File: src/rtl/core/crc16fc_pkg.sv
// ----------------------------------------------------------------------------
// crc16fc_pkg
// Shared types, constants and the byte-wide CRC-16 update for the frame checker.
// ----------------------------------------------------------------------------
package crc16fc_pkg;

    localparam logic [15:0] CRC_POLY     = 16'h8408;
    localparam logic [15:0] CRC_INIT     = 16'h0000;
    localparam logic [15:0] CRC_EMPTY    = 16'hFFFF;
    localparam logic [1:0]  HELD_NONE    = 2'd0;
    localparam logic [1:0]  HELD_ONE     = 2'd1;
    localparam logic [1:0]  HELD_TWO     = 2'd2;

    typedef struct packed {
        logic [7:0] data_byte;
        logic       frame_end;
    } byte_item_t;

    typedef struct packed {
        logic [15:0] crc_value;
        logic        crc_match;
        logic        frame_too_short;
    } result_item_t;

    // Reflected CRC-16 update over one byte, least significant bit first.
    function automatic logic [15:0] crc_byte(input logic [15:0] crc, input logic [7:0] data);
        logic [15:0] c;
        logic        mix;
        c = crc;
        for (int i = 0; i < 8; i++)
        begin
            mix = c[0] ^ data[i];
            c   = {1'b0, c[15:1]};
            if (mix)
            begin
                c = c ^ CRC_POLY;
            end
        end
        return c;
    endfunction

endpackage

File: src/rtl/core/crc16_frame_checker_core.sv
// ----------------------------------------------------------------------------
// crc16_frame_checker_core
// Checks the reflected CRC-16 trailer (poly 0x8408, init 0, inverted) of a
// byte-serial frame and reports CRC, match and too-short flags per frame.
//
//   channel   direction  payload        transfer when
//   byte      in         byte_item_t    byte_valid && !byte_stall
//   result    out        result_item_t  result_valid && !result_stall
//
// One byte is taken every cycle unless the input stalls; the CRC update is one unrolled 8-bit step.
// A frame result appears in the output register the cycle after its final
// byte. Input stalls only while a result is held and the result side stalls.
// Reset clears the delay, the running CRC and the output valid.
// ----------------------------------------------------------------------------
module crc16_frame_checker_core (
    input  logic                       clk,
    input  logic                       rst_n,
    input  logic                       byte_valid,
    output logic                       byte_stall,
    input  crc16fc_pkg::byte_item_t    byte_item,
    output logic                       result_valid,
    input  logic                       result_stall,
    output crc16fc_pkg::result_item_t  result_item
);

    logic                      take;
    logic                      fire;
    logic                      busy;
    crc16fc_pkg::result_item_t frame_result;

    assign byte_stall = busy;
    assign take       = byte_valid && !busy;

    crc16fc_frame_track u_track (
        .clk    (clk),
        .rst_n  (rst_n),
        .take   (take),
        .item   (byte_item),
        .fire   (fire),
        .result (frame_result)
    );

    crc16fc_result_reg u_result (
        .clk          (clk),
        .rst_n        (rst_n),
        .load         (fire),
        .load_item    (frame_result),
        .busy         (busy),
        .result_valid (result_valid),
        .result_stall (result_stall),
        .result_item  (result_item)
    );

endmodule

File: src/rtl/core/crc16fc_frame_track.sv
// ----------------------------------------------------------------------------
// crc16fc_frame_track
// Two-byte holdback delay and running CRC; forms the frame result on the
// final byte and clears for the next frame.
// ----------------------------------------------------------------------------
module crc16fc_frame_track (
    input  logic                       clk,
    input  logic                       rst_n,
    input  logic                       take,
    input  crc16fc_pkg::byte_item_t    item,
    output logic                       fire,
    output crc16fc_pkg::result_item_t  result
);

    logic [15:0] crc_reg,   crc_next;
    logic [7:0]  held0_reg, held0_next;
    logic [7:0]  held1_reg, held1_next;
    logic [1:0]  count_reg, count_next;
    logic [15:0] crc_fold;
    logic [15:0] crc_inv;

    assign crc_fold = crc16fc_pkg::crc_byte(crc_reg, held0_reg);
    assign crc_inv  = ~crc_fold;

    always_comb
    begin
        crc_next   = crc_reg;
        held0_next = held0_reg;
        held1_next = held1_reg;
        count_next = count_reg;
        if (take)
        begin
            if (item.frame_end)
            begin
                crc_next   = crc16fc_pkg::CRC_INIT;
                held0_next = 8'd0;
                held1_next = 8'd0;
                count_next = crc16fc_pkg::HELD_NONE;
            end
            else if (count_reg == crc16fc_pkg::HELD_TWO)
            begin
                // advance: oldest held byte leaves the delay into the CRC
                crc_next   = crc_fold;
                held0_next = held1_reg;
                held1_next = item.data_byte;
            end
            else if (count_reg == crc16fc_pkg::HELD_NONE)
            begin
                held0_next = item.data_byte;
                count_next = crc16fc_pkg::HELD_ONE;
            end
            else
            begin
                held1_next = item.data_byte;
                count_next = crc16fc_pkg::HELD_TWO;
            end
        end
    end

    always_comb
    begin
        fire = take && item.frame_end;
        if (count_reg != crc16fc_pkg::HELD_TWO)
        begin
            result.crc_value       = crc16fc_pkg::CRC_EMPTY;
            result.crc_match       = 1'b0;
            result.frame_too_short = 1'b1;
        end
        else
        begin
            result.crc_value       = crc_inv;
            result.crc_match       = (crc_inv == {item.data_byte, held1_reg});
            result.frame_too_short = 1'b0;
        end
    end

    always_ff @(posedge clk or negedge rst_n)
    begin
        if (!rst_n)
        begin
            crc_reg   <= crc16fc_pkg::CRC_INIT;
            held0_reg <= 8'd0;
            held1_reg <= 8'd0;
            count_reg <= crc16fc_pkg::HELD_NONE;
        end
        else
        begin
            crc_reg   <= crc_next;
            held0_reg <= held0_next;
            held1_reg <= held1_next;
            count_reg <= count_next;
        end
    end

endmodule

File: src/rtl/core/crc16fc_result_reg.sv
// ----------------------------------------------------------------------------
// crc16fc_result_reg
// Output register for frame results; holds a result until its transfer.
// ----------------------------------------------------------------------------
module crc16fc_result_reg (
    input  logic                       clk,
    input  logic                       rst_n,
    input  logic                       load,
    input  crc16fc_pkg::result_item_t  load_item,
    output logic                       busy,
    output logic                       result_valid,
    input  logic                       result_stall,
    output crc16fc_pkg::result_item_t  result_item
);

    logic                      valid_reg, valid_next;
    crc16fc_pkg::result_item_t item_reg,  item_next;

    // hold off upstream only while a result sits here and is being stalled
    assign busy         = valid_reg && result_stall;
    assign result_valid = valid_reg;
    assign result_item  = item_reg;

    always_comb
    begin
        valid_next = valid_reg;
        item_next  = item_reg;
        if (load)
        begin
            valid_next = 1'b1;
            item_next  = load_item;
        end
        else if (!result_stall)
        begin
            valid_next = 1'b0;
        end
    end

    always_ff @(posedge clk or negedge rst_n)
    begin
        if (!rst_n)
        begin
            valid_reg <= 1'b0;
        end
        else
        begin
            valid_reg <= valid_next;
        end
    end

    always_ff @(posedge clk)
    begin
        item_reg <= item_next;
    end

endmodule

File: config.mk
export PLATFORM = sky130hd
export DESIGN_NAME = crc16_frame_checker_core
export DESIGN_NICKNAME = d
export VERILOG_FILES = /design/src/rtl/core/crc16fc_pkg.sv /design/src/rtl/core/crc16_frame_checker_core.sv /design/src/rtl/core/crc16fc_frame_track.sv /design/src/rtl/core/crc16fc_result_reg.sv
export SDC_FILE = /design/constraint.sdc
export NUM_CORES = 1
export LEC_CHECK = 0
export BUFFER_PORTS_ARGS = -buffer_cell sky130_fd_sc_hd__buf_2
export CAP_MARGIN = 10
export CORE_MARGIN = 2
export CORE_UTILIZATION = 30
export CTS_CLUSTER_DIAMETER = 30
export DETAILED_ROUTE_END_ITERATION = 8
export GPL_ROUTABILITY_DRIVEN = 0
export PLACE_DENSITY_LB_ADDON = 0.25
export RECOVER_POWER = 25
export SYNTH_ARGS = -nofsm -noshare
export SYNTH_HDL_FRONTEND = slang
export SYNTH_SLANG_ARGS = --single-unit
File: constraint.sdc
create_clock -name clk -period 2.3 [get_ports clk]
set_clock_uncertainty 0.1 [all_clocks]
set_input_delay 0.69 -clock clk [delete_from_list [all_inputs] [get_ports clk]]
set_output_delay 0.69 -clock clk [all_outputs]
set_load 0.02 [all_outputs]
Yosys cells after proc, flatten, opt, wreduce, memory -nomap -nowiden
Index checks and enable logic that the tools add are counted.
Widths: inputs -> output; s select.
- bitwise gates (word level): 17
- eq/ne operators: 6
- multiplexer cells: 22
- reduce and logical (&&, ||, !) cells: 11
- operators by type and width (operator ; count):
    $mux 16 ; 10
    $mux 8 ; 6
    $not 2->3 ; 8
    $eq 16x16->1 ; 1
    $not 16->16 ; 1
    $reduce_and 2->1 ; 4
    $xor 1x1->1 ; 8
    $mux 2 ; 3
    $ne 2x2->1 const B ; 2
    $logic_and 1x1->1 ; 3
    $mux 1 ; 3
    $ne 3x2->1 const B ; 1
    $reduce_bool 3->1 ; 1
    $eq 2x2->1 const B ; 1
    $logic_not 2->1 ; 1
    $ne 2x1->1 const B ; 1
    $reduce_bool 2->1 ; 1
    $logic_not 1->1 ; 1
- word-level logic and storage cells: 64
- register bits after elaboration: 53

Logic depth before layout (Yosys ltp)
- depth in word-level cells: 18
- depth in mapped cells: 7
- mapped depth without buffers: 6

Modules after synthesis
From an unflattened synthesis, not the netlist that was laid out.
- cell total of the unflattened synthesis: 212
- area total of the unflattened synthesis: 2565.0 sq um
- modules (own cells, without submodules) (module ; seq. area each (sq um) ; area each (sq um) ; times used ; cells an instance):
    crc16fc_frame_track ; 850.8 ; 1971.9 ; 1 ; 190
    crc16fc_result_reg ; 565.5 ; 579.3 ; 1 ; 21
    crc16_frame_checker_core ; 0.0 ; 13.8 ; 1 ; 1

Worst setup path after synthesis
No wires, ideal clock.
- kind: reg2reg
- start: register u_track.held0_reg[2]
- end: register u_result.item_reg, in the netlist u_result.result_item[1] (data pin)
- arrival time: 1.774 ns
- setup time: 0.170 ns
- period minus slack after synthesis: 2.044 ns
- slack: 0.256 ns
- stages on the path, launching flop included: 7
- cell sequence: dfrtp_1 xnor2_2 xnor2_2 a311o_1 nor4_2 nand4_1 nor4_2
- word-level cells in the longest chain between the ends: 10
- elaborated cells on any way between the ends: 11
- classes of those cells: 1 x eq/ne; 6 x mux; 4 x bitwise
- ends and longest elaborated chain (item ; line ; text):
    start: declaration ; crc16fc_frame_track.sv:16 ; logic [7:0] held0_reg, held0_next;
    start signal: assignment ; crc16fc_frame_track.sv:89 ; held0_reg <= held0_next;
    $xor 1x1->1 (*) ; crc16fc_pkg.sv:32 ; mix = c[0] ^ data[i];
    $mux 16 (*) (4 in a row) ; crc16fc_pkg.sv:34 ; if (mix)
    $xor 1x1->1 / $mux 16 (equally long branches) ; crc16fc_pkg.sv:32, crc16fc_pkg.sv:34 ;
    $mux 16 (*) (2 in a row) ; crc16fc_pkg.sv:34 ;
    $not 16->16 (*) ; crc16fc_frame_track.sv:23 ; assign crc_inv = ~crc_fold;
    $eq 16x16->1 (*) ; crc16fc_frame_track.sv:72 ; result.crc_match = (crc_inv == {item.data_byte, held1_reg});
    end signal: assignment ; crc16fc_result_reg.sv:53 ; item_reg <= item_next;
    end: declaration ; crc16fc_result_reg.sv:17 ; crc16fc_pkg::result_item_t item_reg, item_next;
Every way passes the cells marked *; elsewhere a longest branch is shown, timed or not.
A chain may end at the register's enable or synchronous reset.

Final worst setup path
Same ends and word-level chain as after synthesis.

==> results_dict.tcl <==
set metrics [dict create \
    status "finished clean" \
    die-area_um2 9360 \
    p_int_w 0.00208 \
    seq_power_share_pct 38.2 \
    fp.dieH_um 96.7 \
    io_buffer_count 32 \
    finalSetupViolCount 0 \
    cts_max_level 2 \
    dieWidth_um 96.7 \
    finalHoldViolCount 0 \
    diodes 0 \
    timing.rr.start "u_track.held0_reg[2]" \
    cp_slowest_cell "dfrtp_1" \
    first_iter_violations 75 \
    synth.area.mux_share_pct 3.49 \
    final_common_cell "dfrtp_1" \
    worstReg2RegEnd "u_result.result_item[1]" \
    final.setup.tns_ps 0 \
    ys_warn_count 0 \
    pwr-share-clk_pct 15.5 \
    area_growth_pct 18.6 \
    finalNonFillerCells 360 \
    grt_max_degree 36 \
    clkSinkCount 53 \
    max-slew-margin-rel_pct 38.0 \
    cpPeakStageDelay_ps 420 \
    min_from "u_track.held0_reg[7]" \
    insertion_delay_ps 310 \
    grt_util_all_layers_pct 13.3 \
    netlist_area_um2 2580 \
    cts_tree "built" \
    synthAdderAreaFrac_pct 0 \
    synth_top_family_by_area "XOR/XNOR gates" \
    finish.net_count 267 \
    start_util_pct 31.2 \
    grt_overflow_total 0 \
    ys_seq_area_share_pct 54.9 \
    drc 0 \
    cts_resized 0 \
    cts-buffers-inserted 5 \
    worstPathMaxFanout 3 \
    layout_common_cells "dfrtp_1 (35), buf_2 (32), nand2_1 (27)" \
    antenna_left 0 \
    ioPinCount 33 \
    drive_above_1_share_pct 26.3 \
    synth-simple-area-share_pct 9.51 \
    rsz0062_at_grt "false" \
    switching_share_pct 38.7 \
    p_switching_w 0.00131 \
    endpoint_kind "flip-flop" \
    startpoint_type "flip-flop" \
    ir_worst_vdd_mv 0.342 \
    synth-compound-area-share_pct 13.6 \
    reg2reg_depth 6 \
    final_max_slew_viol_count 0 \
    clkSlewWorstSetupHoldPaths_ps 100 \
    rrSetupSlack_ps 200 \
    holdCritPathClass "reg -> reg" \
    n_fill_cell 848 \
    holdPathEnd "u_track.held0_reg[7]" \
    fin_crit_ps 2100 \
    cts_hold_buffers 0 \
    wirelength_mm 5.94 \
    multi_input_area_um2 1130 \
    cts_setup_buffers 0 \
    vias 1730 \
    via_per_inst 4.81 \
    root_buffer "clkbuf_8" \
    crit_buf_inv 0 \
    p_comb_share_pct 46.3 \
    power.leakage_nw 1.26 \
    synth.net_count 221 \
    dp_hpwl_mm 4.06 \
    antenna_found_initial 0 \
    crit_start "u_track.held0_reg[2]" \
    worstPathRequired_ps 2350 \
    place_inst 352 \
    synthXorXnorAreaFrac_pct 16.7 \
    period_share_pct 91.2 \
    core_area_um2 8260 \
    syn_avg_cell_area_um2 12.4 \
    synth-seq-cells 53 \
    row_count 33 \
    worstPathCellList "xnor2_2 -> xnor2_2 -> a311o_1 -> nor4_2 -> nand4_1 -> nor4_2" \
    post_drt_wl_per_cell_um 16.5 \
    cp.arrival_ps 2140 \
    seq_area_um2 1420 \
    max_freq_mhz 477 \
    synth.distinct_cells 37 \
    maxCapViolations 0 \
    grt_pass1_vias 1803 \
    clk_path_buf_depth 2 \
    worstMarginPinSlew_ps 931 \
    hold_depth 2 \
    crit_family "simple AND/OR/NAND/NOR gates" \
    grt_pass1_wl_mm 9.73 \
    syn_inst 208 \
    largest_reg_flops 18 \
    p_per_area_nw_per_um2 1110 \
    worstSetupPathType "reg -> reg" \
    drt-pass1-iter-count 4 \
]
[power groups by stage]
| stage | registers [W] | logic [W] | clock network [W] |
|---|---|---|---|
| 3_5_place_dp | 0.00131 | 0.00158 | 0 |
| 2_1_floorplan | 0.00131 | 0.00111 | 0 |
| 5_1_grt | 0.00132 | 0.00174 | 0.000592 |
| 4_1_cts | 0.00129 | 0.00159 | 0.000550 |
| 6_report | 0.00130 | 0.00157 | 0.000527 |
| 3_3_place_gp | 0.00131 | 0.00158 | 0 |
[cells by family after synthesis]
kind of cell    Yosys count
flops                    53
simple gates             50
compound gates           45
xor+xnor                 39
buf+inv                  12
mux                       9
[routing by layer]
layer / track usage (%) / wire length, µm / share of wire, %
met5: 0 / 0 / 0
met4: 3.25 / 57 / 0.96
met3: 4.41 / 319 / 5.4
met2: 20.4 / 2740 / 46
met1: 18.3 / 2820 / 47
[cell usage after synthesis, drive strengths merged]
cell type | number | area (µm²)
a211oi | 1 | 7.51
a21boi | 1 | 7.51
a21o | 1 | 7.51
a21oi | 4 | 20.0
a22o | 23 | 201
a311o | 1 | 10.0
and2 | 2 | 12.5
and3 | 1 | 6.26
and3b | 1 | 10.0
buf | 2 | 8.75
clkbuf | 5 | 18.8
dfrtp | 35 | 876
edfxtp | 18 | 541
inv | 5 | 18.8
mux2i | 9 | 90.1
nand2 | 27 | 101
nand2b | 1 | 6.26
nand4 | 1 | 6.26
nor2 | 4 | 15.0
nor2b | 1 | 6.26
nor3 | 6 | 30.0
nor3b | 1 | 7.51
nor4 | 3 | 31.3
o21ai | 4 | 20.0
o22a | 1 | 8.76
o31ai | 9 | 67.6
or2 | 2 | 12.5
xnor2 | 24 | 278
xor2 | 14 | 130
xor3 | 1 | 23.8
[how the worst max path moves through the flow]
stage,slack [ps],end,cells after the start
after CTS,120,u_result.result_item[1],6
final,200,u_result.result_item[1],6
after detailed placement,150,u_result.result_item[1],6
after global routing,40,u_result.result_item[1],6
after floorplan,260,u_result.result_item[1],6
after global placement,170,u_result.result_item[1],6
[layout make-up]
type	instances	area share, %
clock inverter	3	0.573
timing repair buffer	46	9.00
sequential	53	46.3
tap	105	4.29
inverter	5	0.613
clock buffer	5	2.25
multi-input combinational	143	37.0
[worst min-delay path, delay by kind of cell, from the launching register on]
family	cells	cell delay (ps)
DFF	1	370
and+or+nand+nor	1	50
AOI/OAI and AO/OA	1	50
[metrics by stage]
step	cell area, µm²	hold WS [ps]	util (%)	setup slack (ps)	power [W]
5_1_grt	3060	436	37.0	42.8	0.00365
6_report	3060	405	37.0	202	0.00340
3_5_place_dp	2960	387	35.9	146	0.00289
4_1_cts	3050	319	36.9	121	0.00343
3_3_place_gp	2960	380	35.9	175	0.00289
2_1_floorplan	2580	294	-	256	0.00243
Power figures use the tool's default switching activity.
